`src/fqs_pkg.sv`:
```
// Shared types and constants of the Q15 saturating FIR filter.
package fqs_pkg;

    // Default number of filter taps.
    localparam int TAPS_DEF = 21;

    // Field and datapath widths.
    localparam int SAMPLE_W  = 16;
    localparam int IDX_W     = 5;
    localparam int ACC_W     = 32;
    // Wide enough to compare a slot number against any legal tap count.
    localparam int IDX_CMP_W = 7;

    // Item modes.
    localparam logic MODE_FILTER = 1'b0;
    localparam logic MODE_COEFF  = 1'b1;

    // Saturation limits.
    localparam logic signed [SAMPLE_W-1:0] Q15_MIN = {1'b1, {(SAMPLE_W-1){1'b0}}};
    localparam logic signed [SAMPLE_W-1:0] Q15_MAX = {1'b0, {(SAMPLE_W-1){1'b1}}};
    localparam logic signed [ACC_W-1:0]    Q31_MIN = {1'b1, {(ACC_W-1){1'b0}}};
    localparam logic signed [ACC_W-1:0]    Q31_MAX = {1'b0, {(ACC_W-1){1'b1}}};

    // Control of the shared multiply-accumulate unit.
    typedef struct packed {
        logic clear;  // start a new sum
        logic valid;  // operands present this cycle
        logic last;   // operands belong to the final tap
    } t_mac_ctl;

endpackage

```
`src/fqs_ram.sv`:
```
// Generic single-write, single-read RAM with registered read data.
module fqs_ram #(
    parameter int WIDTH = fqs_pkg::SAMPLE_W,
    parameter int DEPTH = fqs_pkg::TAPS_DEF,
    localparam int AW   = (DEPTH > 1) ? $clog2(DEPTH) : 1
) (
    input  logic             i_clk,
    input  logic             i_we,
    input  logic [AW-1:0]    i_waddr,
    input  logic [WIDTH-1:0] i_wdata,
    input  logic [AW-1:0]    i_raddr,
    output logic [WIDTH-1:0] o_rdata
);

    logic [WIDTH-1:0] r_mem [DEPTH];
    logic [WIDTH-1:0] r_rdata;

    // Write port and registered read port.
    always_ff @(posedge i_clk) begin
        if (i_we) begin
            r_mem[i_waddr] <= i_wdata;
        end
        r_rdata <= r_mem[i_raddr];
    end

    assign o_rdata = r_rdata;

endmodule

```
`src/fqs_mac.sv`:
```
// Shared saturating Q15 multiply with saturating 32-bit accumulate.
module fqs_mac (
    input  logic                                i_clk,
    input  logic                                i_rst_n,
    input  fqs_pkg::t_mac_ctl                   i_ctl,
    input  logic signed [fqs_pkg::SAMPLE_W-1:0] i_a,
    input  logic signed [fqs_pkg::SAMPLE_W-1:0] i_b,
    output logic signed [fqs_pkg::ACC_W-1:0]    o_acc,
    output logic                                o_done
);
    import fqs_pkg::*;

    logic signed [2*SAMPLE_W-1:0] w_prod;
    logic signed [ACC_W-1:0]      n_prod;
    logic signed [ACC_W:0]        w_sum;
    logic signed [ACC_W-1:0]      n_acc;

    logic signed [ACC_W-1:0] r_prod;
    logic                    r_prod_v;
    logic                    r_prod_last;
    logic signed [ACC_W-1:0] r_acc;
    logic                    r_done;

    // Fractional product: doubled, with minus one squared clipped to full scale.
    assign w_prod = i_a * i_b;
    always_comb begin
        if (i_a == Q15_MIN && i_b == Q15_MIN) begin
            n_prod = Q31_MAX;
        end else begin
            n_prod = {w_prod[2*SAMPLE_W-2:0], 1'b0};
        end
    end

    // Accumulate with saturation to the signed 32-bit range.
    assign w_sum = {r_acc[ACC_W-1], r_acc} + {r_prod[ACC_W-1], r_prod};
    always_comb begin
        if (w_sum[ACC_W] != w_sum[ACC_W-1]) begin
            n_acc = w_sum[ACC_W] ? Q31_MIN : Q31_MAX;
        end else begin
            n_acc = w_sum[ACC_W-1:0];
        end
    end

    // Product register, then accumulator register.
    always_ff @(posedge i_clk) begin
        if (!i_rst_n) begin
            r_prod_v    <= 1'b0;
            r_prod_last <= 1'b0;
            r_acc       <= '0;
            r_done      <= 1'b0;
        end else if (i_ctl.clear) begin
            r_prod_v    <= 1'b0;
            r_prod_last <= 1'b0;
            r_acc       <= '0;
            r_done      <= 1'b0;
        end else begin
            r_prod_v    <= i_ctl.valid;
            r_prod_last <= i_ctl.valid && i_ctl.last;
            if (r_prod_v) begin
                r_acc <= n_acc;
            end
            r_done <= r_prod_v && r_prod_last;
        end
    end

    always_ff @(posedge i_clk) begin
        r_prod <= n_prod;
    end

    assign o_acc  = r_acc;
    assign o_done = r_done;

endmodule

```
`src/fir_filter_q15_saturating.sv`:
```
// Top level of the Q15 saturating FIR filter with a circular delay line.
// A sample word (mode 0) is stored as the newest entry of the delay line and starts a filter
// pass: one shared multiply-accumulate unit walks the taps oldest-first, one tap per cycle,
// and the saturated sum is rounded to 1.15 and presented on o_filtered. After a sample word,
// o_ready stays low through the run, drain and finish states, as each tap passes the store
// read registers and the product and accumulate registers of the single multiply-accumulate
// unit; it stays low longer while a previous result still waits in the output register. A
// coefficient word (mode 1) leaves o_ready high, gives no result, and is ignored when its
// slot is not below TAPS. Both stores read as zero after reset until written.
module fir_filter_q15_saturating #(
    parameter int TAPS = fqs_pkg::TAPS_DEF
) (
    input  logic                                i_clk,
    input  logic                                i_rst_n,
    input  logic                                i_valid,
    output logic                                o_ready,
    input  logic                                i_mode,
    input  logic [fqs_pkg::IDX_W-1:0]           i_coeff_index,
    input  logic signed [fqs_pkg::SAMPLE_W-1:0] i_value,
    output logic                                o_valid,
    input  logic                                i_ready,
    output logic signed [fqs_pkg::SAMPLE_W-1:0] o_filtered
);
    import fqs_pkg::*;

    localparam int AW = (TAPS > 1) ? $clog2(TAPS) : 1;
    localparam logic [AW-1:0] LAST = AW'(TAPS - 1);

    typedef enum logic [1:0] {S_IDLE, S_RUN, S_DRAIN, S_FINISH} t_state;

    t_state                      r_state;
    logic [AW-1:0]               r_wptr;
    logic [AW-1:0]               r_pos;
    logic [AW-1:0]               r_k;
    logic [TAPS-1:0]             r_s_vld;
    logic [TAPS-1:0]             r_c_vld;
    logic                        r_rd_v;
    logic                        r_rd_last;
    logic                        r_s_rv;
    logic                        r_c_rv;
    logic                        r_o_valid;
    logic signed [SAMPLE_W-1:0]  r_o_filtered;

    logic                        w_in_acc;
    logic                        w_smp_we;
    logic                        w_coef_we;
    logic [AW-1:0]               w_coef_addr;
    logic [AW-1:0]               n_wptr;
    logic [SAMPLE_W-1:0]         w_s_rdata;
    logic [SAMPLE_W-1:0]         w_c_rdata;
    logic signed [SAMPLE_W-1:0]  w_mac_a;
    logic signed [SAMPLE_W-1:0]  w_mac_b;
    t_mac_ctl                    w_mac_ctl;
    logic signed [ACC_W-1:0]     w_acc;
    logic                        w_mac_done;
    logic signed [ACC_W:0]       w_rnd;
    logic signed [SAMPLE_W-1:0]  w_result;
    logic                        w_out_free;

    // Advance a delay-line position with wrap at the last tap.
    function automatic logic [AW-1:0] f_wrap_inc(input logic [AW-1:0] p);
        logic [AW-1:0] q;
        q = (p == LAST) ? '0 : p + 1'b1;
        return q;
    endfunction

    // Input handshake and store writes.
    assign o_ready     = (r_state == S_IDLE);
    assign w_in_acc    = i_valid && o_ready;
    assign w_smp_we    = w_in_acc && (i_mode == MODE_FILTER);
    assign w_coef_we   = w_in_acc && (i_mode == MODE_COEFF)
                         && (IDX_CMP_W'(i_coeff_index) < IDX_CMP_W'(TAPS));
    assign w_coef_addr = AW'(i_coeff_index);
    assign n_wptr      = f_wrap_inc(r_wptr);

    fqs_ram #(
        .WIDTH (SAMPLE_W),
        .DEPTH (TAPS)
    ) u_smp_ram (
        .i_clk   (i_clk),
        .i_we    (w_smp_we),
        .i_waddr (r_wptr),
        .i_wdata (i_value),
        .i_raddr (r_pos),
        .o_rdata (w_s_rdata)
    );

    fqs_ram #(
        .WIDTH (SAMPLE_W),
        .DEPTH (TAPS)
    ) u_coef_ram (
        .i_clk   (i_clk),
        .i_we    (w_coef_we),
        .i_waddr (w_coef_addr),
        .i_wdata (i_value),
        .i_raddr (r_k),
        .o_rdata (w_c_rdata)
    );

    // Entries never written read as zero.
    assign w_mac_a = r_s_rv ? signed'(w_s_rdata) : '0;
    assign w_mac_b = r_c_rv ? signed'(w_c_rdata) : '0;

    assign w_mac_ctl.clear = w_smp_we;
    assign w_mac_ctl.valid = r_rd_v;
    assign w_mac_ctl.last  = r_rd_last;

    fqs_mac u_mac (
        .i_clk   (i_clk),
        .i_rst_n (i_rst_n),
        .i_ctl   (w_mac_ctl),
        .i_a     (w_mac_a),
        .i_b     (w_mac_b),
        .o_acc   (w_acc),
        .o_done  (w_mac_done)
    );

    // Round to 1.15: add one half LSB, keep the upper half, clip positive overflow.
    assign w_rnd = {w_acc[ACC_W-1], w_acc} + (ACC_W+1)'(1 << (SAMPLE_W - 1));
    always_comb begin
        if (!w_rnd[ACC_W] && w_rnd[ACC_W-1]) begin
            w_result = Q15_MAX;
        end else begin
            w_result = w_rnd[ACC_W-1:ACC_W-SAMPLE_W];
        end
    end

    assign w_out_free = !r_o_valid || i_ready;

    // Sequencer, store valid bits and output register.
    always_ff @(posedge i_clk) begin
        if (!i_rst_n) begin
            r_state   <= S_IDLE;
            r_wptr    <= '0;
            r_pos     <= '0;
            r_k       <= '0;
            r_s_vld   <= '0;
            r_c_vld   <= '0;
            r_rd_v    <= 1'b0;
            r_rd_last <= 1'b0;
            r_s_rv    <= 1'b0;
            r_c_rv    <= 1'b0;
            r_o_valid <= 1'b0;
        end else begin
            r_rd_v    <= (r_state == S_RUN);
            r_rd_last <= (r_state == S_RUN) && (r_k == LAST);
            r_s_rv    <= r_s_vld[r_pos];
            r_c_rv    <= r_c_vld[r_k];

            if (r_o_valid && i_ready && (r_state != S_FINISH)) begin
                r_o_valid <= 1'b0;
            end
            if (w_coef_we) begin
                r_c_vld[w_coef_addr] <= 1'b1;
            end

            unique case (r_state)
                S_IDLE: begin
                    if (w_smp_we) begin
                        r_s_vld[r_wptr] <= 1'b1;
                        r_wptr          <= n_wptr;
                        r_pos           <= n_wptr;
                        r_k             <= '0;
                        r_state         <= S_RUN;
                    end
                end
                S_RUN: begin
                    r_pos <= f_wrap_inc(r_pos);
                    r_k   <= r_k + 1'b1;
                    if (r_k == LAST) begin
                        r_state <= S_DRAIN;
                    end
                end
                S_DRAIN: begin
                    if (w_mac_done) begin
                        r_state <= S_FINISH;
                    end
                end
                S_FINISH: begin
                    if (w_out_free) begin
                        r_o_valid    <= 1'b1;
                        r_o_filtered <= w_result;
                        r_state      <= S_IDLE;
                    end
                end
                default: begin
                    r_state <= S_IDLE;
                end
            endcase
        end
    end

    assign o_valid    = r_o_valid;
    assign o_filtered = r_o_filtered;

endmodule

```
`config.mk`:
```
export PLATFORM = sky130hd
export DESIGN_NAME = fir_filter_q15_saturating
export DESIGN_NICKNAME = d
export VERILOG_FILES = /design/src/fqs_pkg.sv /design/src/fqs_ram.sv /design/src/fqs_mac.sv /design/src/fir_filter_q15_saturating.sv
export SDC_FILE = /design/constraint.sdc
export NUM_CORES = 2
export LEC_CHECK = 0
export ABC_AREA = 1
export BUFFER_PORTS_ARGS = -buffer_cell sky130_fd_sc_hd__buf_4
export CAP_MARGIN = 20
export CORE_UTILIZATION = 60
export CTS_CLUSTER_SIZE = 16
export DETAILED_ROUTE_END_ITERATION = 6
export GPL_TIMING_DRIVEN = 0
export PLACE_DENSITY = 0.85
export RECOVER_POWER = 50
export SLEW_MARGIN = 20
export SYNTH_ARGS = -nofsm -noshare
export SYNTH_HDL_FRONTEND = slang
export SYNTH_HIERARCHICAL = 1
export SYNTH_SLANG_ARGS = --single-unit
```
`constraint.sdc`:
```
create_clock -name i_clk -period 12.8 [get_ports i_clk]
set_clock_uncertainty 0.05 [all_clocks]
set_input_delay 2.56 -clock i_clk [delete_from_list [all_inputs] [get_ports i_clk]]
set_output_delay 2.56 -clock i_clk [all_outputs]
set_load 0.01 [all_outputs]
```
* Word level (Yosys, flattened, before mapping)
Memory sizes are Yosys's and may differ from the RTL's. A register that Yosys moved wholly into a read port is not among the register bits. Index checks and enable logic that the tools add are counted.
Operators by class: add/subtract/negate cells 5, multipliers 1, magnitude comparators 7, equality and inequality tests 14, mux-type cells 31, bitwise logic cells 4, reductions and logical operators 23
Operators with widths (number):
- two-way mux 32 bit | 2
- bitwise OR 21 bit | 2
- adder 32 x 17 -> 33 bit, second input constant | 1
- adder 32 x 32 -> 33 bit | 1
- == test 16 bit, second input constant | 2
- two-way mux 16 bit | 2
- multiplier 16 x 16 -> 31 bit | 1
- < comparator 5 x 6 -> 1 bit, second input constant | 4
- two-way mux 5 bit | 4
- one-hot mux 5 bit (2 select lines) | 2
- adder 5 x 1 -> 5 bit, second input constant | 3
- == test 5 bit, second input constant | 3
- logical AND 1 bit | 13
- two-way mux 1 bit | 12
- binary-select mux 1 bit (select 5 bit) | 2
- demux 1 bit (select 5 bit) | 2
- greater-or-equal comparator 5 x 1 -> 1 bit, second input constant | 2
- two-way mux 2 bit | 4
- one-hot mux 2 bit (4 select lines) | 1
- != test 2 x 1 -> 1 bit, second input constant | 3
- < comparator 5 bit, second input constant | 1
- == test 2 bit, second input constant | 2
- != test 2 bit, second input constant | 2
- AND reduction 2 bit | 2
- other kinds (10) | 12
Storage, ports and cells: bits in registers 147, RAM bits 672, input port bits 26, output and inout bits 18, logic and storage cells 105, memories kept 2
Memory list:
- u_coef_ram.r_mem | words 21, width 16, read ports 1, clocked after Yosys merged registers in 1, wr ports 1, RTL line fqs_ram.sv:15 | logic [WIDTH-1:0] r_mem [DEPTH];
- u_smp_ram.r_mem | words 21, width 16, read ports 1, clocked after Yosys merged registers in 1, wr ports 1, RTL line fqs_ram.sv:15

* Logic depth before layout (Yosys ltp)
depth in word-level cells 6, depth in mapped cells 32, mapped depth without buffers 28

* Cells and area by module
The synthesis kept the hierarchy.
Modules (own cells, without submodules):
- fqs_mac | instances 1, cells an instance 2050, area an instance 14737.9 um^2, seq. area each 1341.3 um^2
- fqs_ram at u_smp_ram | instances 1, cells an instance 1355, area an instance 14659.1 um^2, seq. area each 10410.0 um^2
- fqs_ram at u_coef_ram | instances 1, cells an instance 1354, area an instance 14655.3 um^2, seq. area each 10410.0 um^2
- fir_filter_q15_saturating | instances 1, cells an instance 629, area an instance 4408.0 um^2, seq. area each 1761.7 um^2

* Worst setup path before layout
Ideal clock, no wire load.
path type reg-to-reg, start reg r_c_rv, end reg u_mac.r_prod[28], setup time 68 ps, data arrival time 6059 ps, data required time 12682 ps, slack 6624 ps, stages on the path, launching flop included 25, path buffers 4, clock period less this slack 6176 ps, cell sequence dfxtp_1 clkbuf_1 clkbuf_1 nand2_1 inv_1 clkbuf_1 clkbuf_1 nand2_1 fa_1 fa_1 inv_1 fa_1 fa_1 fa_1 inv_1 fa_1 inv_1 ha_1 nand2_1 nor2_1 inv_1 nor3_1 o21ai_0 a31o_2 nand3_1
On the way: cells in the longest elaborated chain, start to end 3, elaborated cells between the ends (all ways) 4, those cells by class 1 x mul; 1 x eq/ne; 1 x mux; 1 x reduce/logical
Ends and longest elaborated chain:
- from (decl) | RTL line fir_filter_q15_saturating.sv:40 | logic r_c_rv;
- from (signal assigned) | RTL line fir_filter_q15_saturating.sv:148 | r_c_rv <= r_c_vld[r_k];
- two-way mux 16 bit (*) | RTL line fir_filter_q15_saturating.sv:102 | assign w_mac_b = r_c_rv ? signed'(w_c_rdata) : '0;
- via w_mac_b[5] | RTL line fir_filter_q15_saturating.sv:52 | logic signed [SAMPLE_W-1:0] w_mac_b;
- branches (longest 2 deep; another with multiplier 16 x 16 -> 31 bit)
- to (signal assigned) | RTL line fqs_mac.sv:67 | r_prod <= n_prod;
- to (decl) | RTL line fqs_mac.sv:18 | logic signed [ACC_W-1:0] r_prod;
Mark *: on every way through the listed nets, which the timed path passes. A chain may end at the register's enable or synchronous reset.

* Final worst setup path
start reg r_c_rv, end reg u_mac.r_prod[31]
The elaborated chain is that of the path after synthesis.

==> impl_metrics.prom <==
# TYPE chip_impl_metric gauge
chip_impl_info{name="run_status",value="complete, but fails checks"} 1
chip_impl_info{name="violations",value="capacitance limit, slew limit"} 1
chip_impl_info{name="tritoncts",value="built"} 1
chip_impl_info{name="start_kind",value="register"} 1
chip_impl_metric{name="layout_setup_ws",unit="ns"} 4.854
chip_impl_metric{name="max-slew-margin-rel",unit="%"} -72.55
chip_impl_metric{name="clkSlewWorstSetupHoldPaths",unit="ns"} 0.06
chip_impl_metric{name="numCtsBuffers",unit=""} 84
chip_impl_metric{name="setup_total_negative_slack",unit="ns"} 0
chip_impl_metric{name="yosys.area.top_type_share",unit="%"} 42.63
chip_impl_info{name="kind_of_path_behind_the_tightest_hold_check",value="reg2reg"} 1
chip_impl_metric{name="avgViaCountPerCell",unit=""} 5.778
chip_impl_metric{name="worst_ir_drop_vdd",unit="mV"} 0.1392
chip_impl_metric{name="cp.arrival",unit="ns"} 8.46
chip_impl_metric{name="clock_latency",unit="ns"} 0.66
chip_impl_metric{name="via_count",unit=""} 38440
chip_impl_metric{name="initial_cell_density_of_the_core",unit="%"} 61.04
chip_impl_metric{name="synth-edff-count",unit=""} 688
chip_impl_info{name="clockRootBuffer",value="clkbuf_16"} 1
chip_impl_info{name="synthTopCellsByArea",value="edfxtp_1, nand2_1, fa_1"} 1
chip_impl_metric{name="cts.path.max_buffers",unit=""} 3
chip_impl_metric{name="synth.distinct_cells",unit=""} 52
chip_impl_metric{name="gpl.final_weighted_congestion",unit=""} 0.9917
chip_impl_metric{name="p_total",unit="uW"} 7181
chip_impl_metric{name="route.final.wire_length",unit="um"} 134100
chip_impl_metric{name="area_added_between_synthesis_and_finish",unit="%"} 9.507
chip_impl_metric{name="post-dp-hpwl",unit="um"} 93510
chip_impl_metric{name="routed_wire_length_per_instance",unit="um"} 20.15
chip_impl_metric{name="maxCapViolCount",unit=""} 17
chip_impl_metric{name="floorplan.io_pins",unit=""} 44
chip_impl_metric{name="yosysWarnings",unit=""} 6
chip_impl_metric{name="grt-ovfl-total",unit=""} 0
chip_impl_info{name="yosysMostFrequentCell",value="nand2_1"} 1
chip_impl_metric{name="cts_htree_levels",unit=""} 3
chip_impl_metric{name="worstPathRequired",unit="ns"} 13.31
chip_impl_metric{name="postSynth.asyncResetShare",unit="%"} 0
chip_impl_info{name="ys_dominant_reg_cell",value="edfxtp_1"} 1
chip_impl_metric{name="synth-xor-area-share",unit="%"} 0.7229
chip_impl_info{name="grt_setup_unrepaired",value="false"} 1
chip_impl_metric{name="drv_slew",unit=""} 689
chip_impl_metric{name="num-nets-final",unit=""} 5944
chip_impl_metric{name="floorplan.die_area",unit="mm2"} 0.08191
chip_impl_metric{name="worst_hold_slack",unit="ns"} 0.3765
chip_impl_metric{name="die_width",unit="um"} 286.2
chip_impl_metric{name="portion_of_the_clock_cycle_consumed_by_the_worst_path_in_the_final_layout",unit="%"} 62.08
chip_impl_metric{name="dp_worst_setup_slack",unit="ns"} 5.066
chip_impl_metric{name="syn-cell-area",unit="mm2"} 0.04846
chip_impl_info{name="post-synth-top-area-cell",value="edfxtp_1"} 1
chip_impl_metric{name="critPathBufInv",unit=""} 9
chip_impl_metric{name="grt_start_max_net_pins",unit=""} 43
chip_impl_info{name="path_common_cell",value="fa_1"} 1
chip_impl_metric{name="postCtsHoldBufs",unit=""} 0
chip_impl_info{name="timing.setup.critical_path_class",value="reg2reg"} 1
chip_impl_metric{name="groute.usage.overall",unit="%"} 32.85
chip_impl_info{name="ys_top_cells_by_count",value="nand2_1, inv_1, edfxtp_1, nand3_1, nor2_1"} 1
chip_impl_metric{name="diodes",unit=""} 0
chip_impl_metric{name="finalSetupViolations",unit=""} 0
chip_impl_metric{name="final_layout_size_suffix_gt1_share",unit="%"} 6.193
chip_impl_metric{name="ys_seq_elements",unit=""} 851
chip_impl_metric{name="cts.repair_timing.setup_buffer_count",unit=""} 0
chip_impl_metric{name="postSynthNetCount",unit=""} 5797
chip_impl_metric{name="coreArea",unit="mm2"} 0.07939
chip_impl_metric{name="row_cnt",unit=""} 103
chip_impl_metric{name="crit_path_max_fanout",unit=""} 10
chip_impl_metric{name="first_global_vias",unit=""} 37600
chip_impl_metric{name="grt_pass1_wl",unit="um"} 206000
chip_impl_metric{name="synth.area.mux_share",unit="%"} 0
chip_impl_metric{name="clock-sinks",unit=""} 851
chip_impl_metric{name="synth-seq-area-share",unit="%"} 49.37
chip_impl_metric{name="worstMarginPinSlew",unit="ns"} 2.588
chip_impl_metric{name="grt_antenna_before_repair",unit=""} 1
chip_impl_metric{name="hold_viol_final",unit=""} 0
chip_impl_metric{name="detailedRoute.firstPassIterationCount",unit=""} 7
chip_impl_info{name="crit_path_top_delay_cell",value="clkbuf_1"} 1
chip_impl_metric{name="power.leakage",unit="uW"} 0.02460
chip_impl_metric{name="syn_area_per_cell",unit="um2"} 8.994
chip_impl_metric{name="adder_cell_area_share_of_the_yosys_netlist",unit="%"} 13.87
chip_impl_metric{name="synth_simple_gate_area_share",unit="%"} 20.92
chip_impl_metric{name="timing.final.crit_period",unit="ns"} 7.946
chip_impl_info{name="synth_top_family_by_area",value="simple AND/OR/NAND/NOR gates"} 1
chip_impl_metric{name="cts-resized-gates",unit=""} 0
chip_impl_info{name="worst_path_dominant_cell_family",value="adder cells"} 1
chip_impl_info{name="timing.critical_path.to_type",value="register"} 1
chip_impl_metric{name="fmax",unit="MHz"} 125.9
chip_impl_metric{name="postRouteAntennaNets",unit=""} 0
chip_impl_metric{name="drc",unit=""} 0
chip_impl_metric{name="port-buffer-count",unit=""} 43
chip_impl_metric{name="drt_iter0_drc",unit=""} 5040
chip_impl_metric{name="die_height",unit="um"} 286.2
chip_impl_metric{name="power_density",unit="mW/mm2"} 135.3
chip_impl_metric{name="post_synth_inst_count",unit=""} 5388
chip_impl_metric{name="critPathMaxStageDelay",unit="ns"} 0.65
chip_impl_metric{name="synth_compound_area_share",unit="%"} 4.374
chip_impl_metric{name="final_util",unit="%"} 66.85
==> layout by cell type (no fill, tap or decap), types with 35 or more instances in the layout <==
cell type,count
buf_1,35
clkbuf_16,89
ha_1,126
fa_1,257
nand2_1,1527
o21ai_0,132
buf_2,63
nor2_1,234
a21oi_1,156
nor2_2,40
inv_1,1052
dfxtp_1,163
edfxtp_1,688
clkbuf_1,141
nand3_1,508
==> area by class of cell <==
| cell class | count | area (um2) |
|---|---|---|
| clock buffers | 114 | 2412 |
| inverters | 1059 | 3980 |
| fillers | 6000 | 26320 |
| clock inverters | 40 | 440.4 |
| multi-input cells | 3243 | 19380 |
| repair buffers | 61 | 441.7 |
| well taps | 1050 | 1314 |
| plain buffers | 235 | 1177 |
| flip-flops and latches | 851 | 23920 |
==> metrics by stage <==
stage | instances | area (um2)
final | 6653 | 53070
after global routing | 6653 | 53070
after CTS | 6653 | 53280
after detailed placement | 6499 | 50430
after global placement | 6481 | 50100
after floorplan | 5388 | 48460
==> power by group <==
part,switching [uW],leakage [uW],internal (uW)
clock,1070,0.00138,1440
combinational,1130,0.0157,406
sequential,51.9,0.00752,3080
total,2250,0.0246,4930
==> metal layers <==
layer,global-route usage (%),part of all wire (%),up-vias
met4,14.24,4.4,2
met2,53.26,47,2465
li1,-,-,17250
met1,43.48,37,18280
met3,6.057,11,437
met5,0,0.0060,-
==> worst paths after layout <==
path	start	end	slack (ns)	cells past startpoint
min	r_rd_v$_SDFF_PN0_	u_mac/r_prod_v$_SDFF_PP0_	0.38	2
max reg2reg	r_c_rv$_SDFF_PN0_	u_mac/r_prod[31]$_SDFF_PP0_	4.85	27
max	r_c_rv$_SDFF_PN0_	u_mac/r_prod[31]$_SDFF_PP0_	4.85	27
min reg2reg	r_rd_v$_SDFF_PN0_	u_mac/r_prod_v$_SDFF_PP0_	0.38	2
==> worst min-delay path, stage by stage (launching register included) <==
cell,delay [ns]
dfxtp_1,0.31
inv_1,0.04
nor2_1,0.03
==> flip-flops by register name, summed over array words and instances, names as in the netlist, 16 cells and up <==
signal / count
u_coef_ram/r_mem: 336
u_smp_ram/r_mem: 336
u_mac/o_acc: 32
u_mac/r_prod: 32
r_c_vld: 21
r_s_vld: 21
o_filtered: 16
u_coef_ram/o_rdata: 16
u_smp_ram/o_rdata: 16
==> cell families (layout without fill, tap and decap cells) <==
group	Yosys count	in the layout
fa+ha+maj	383	383
xor+xnor	40	40
simple gates	2429	2429
compound gates	391	391
buf+inv	1294	1509
flops	851	851
(Power assumes the default switching activity.)
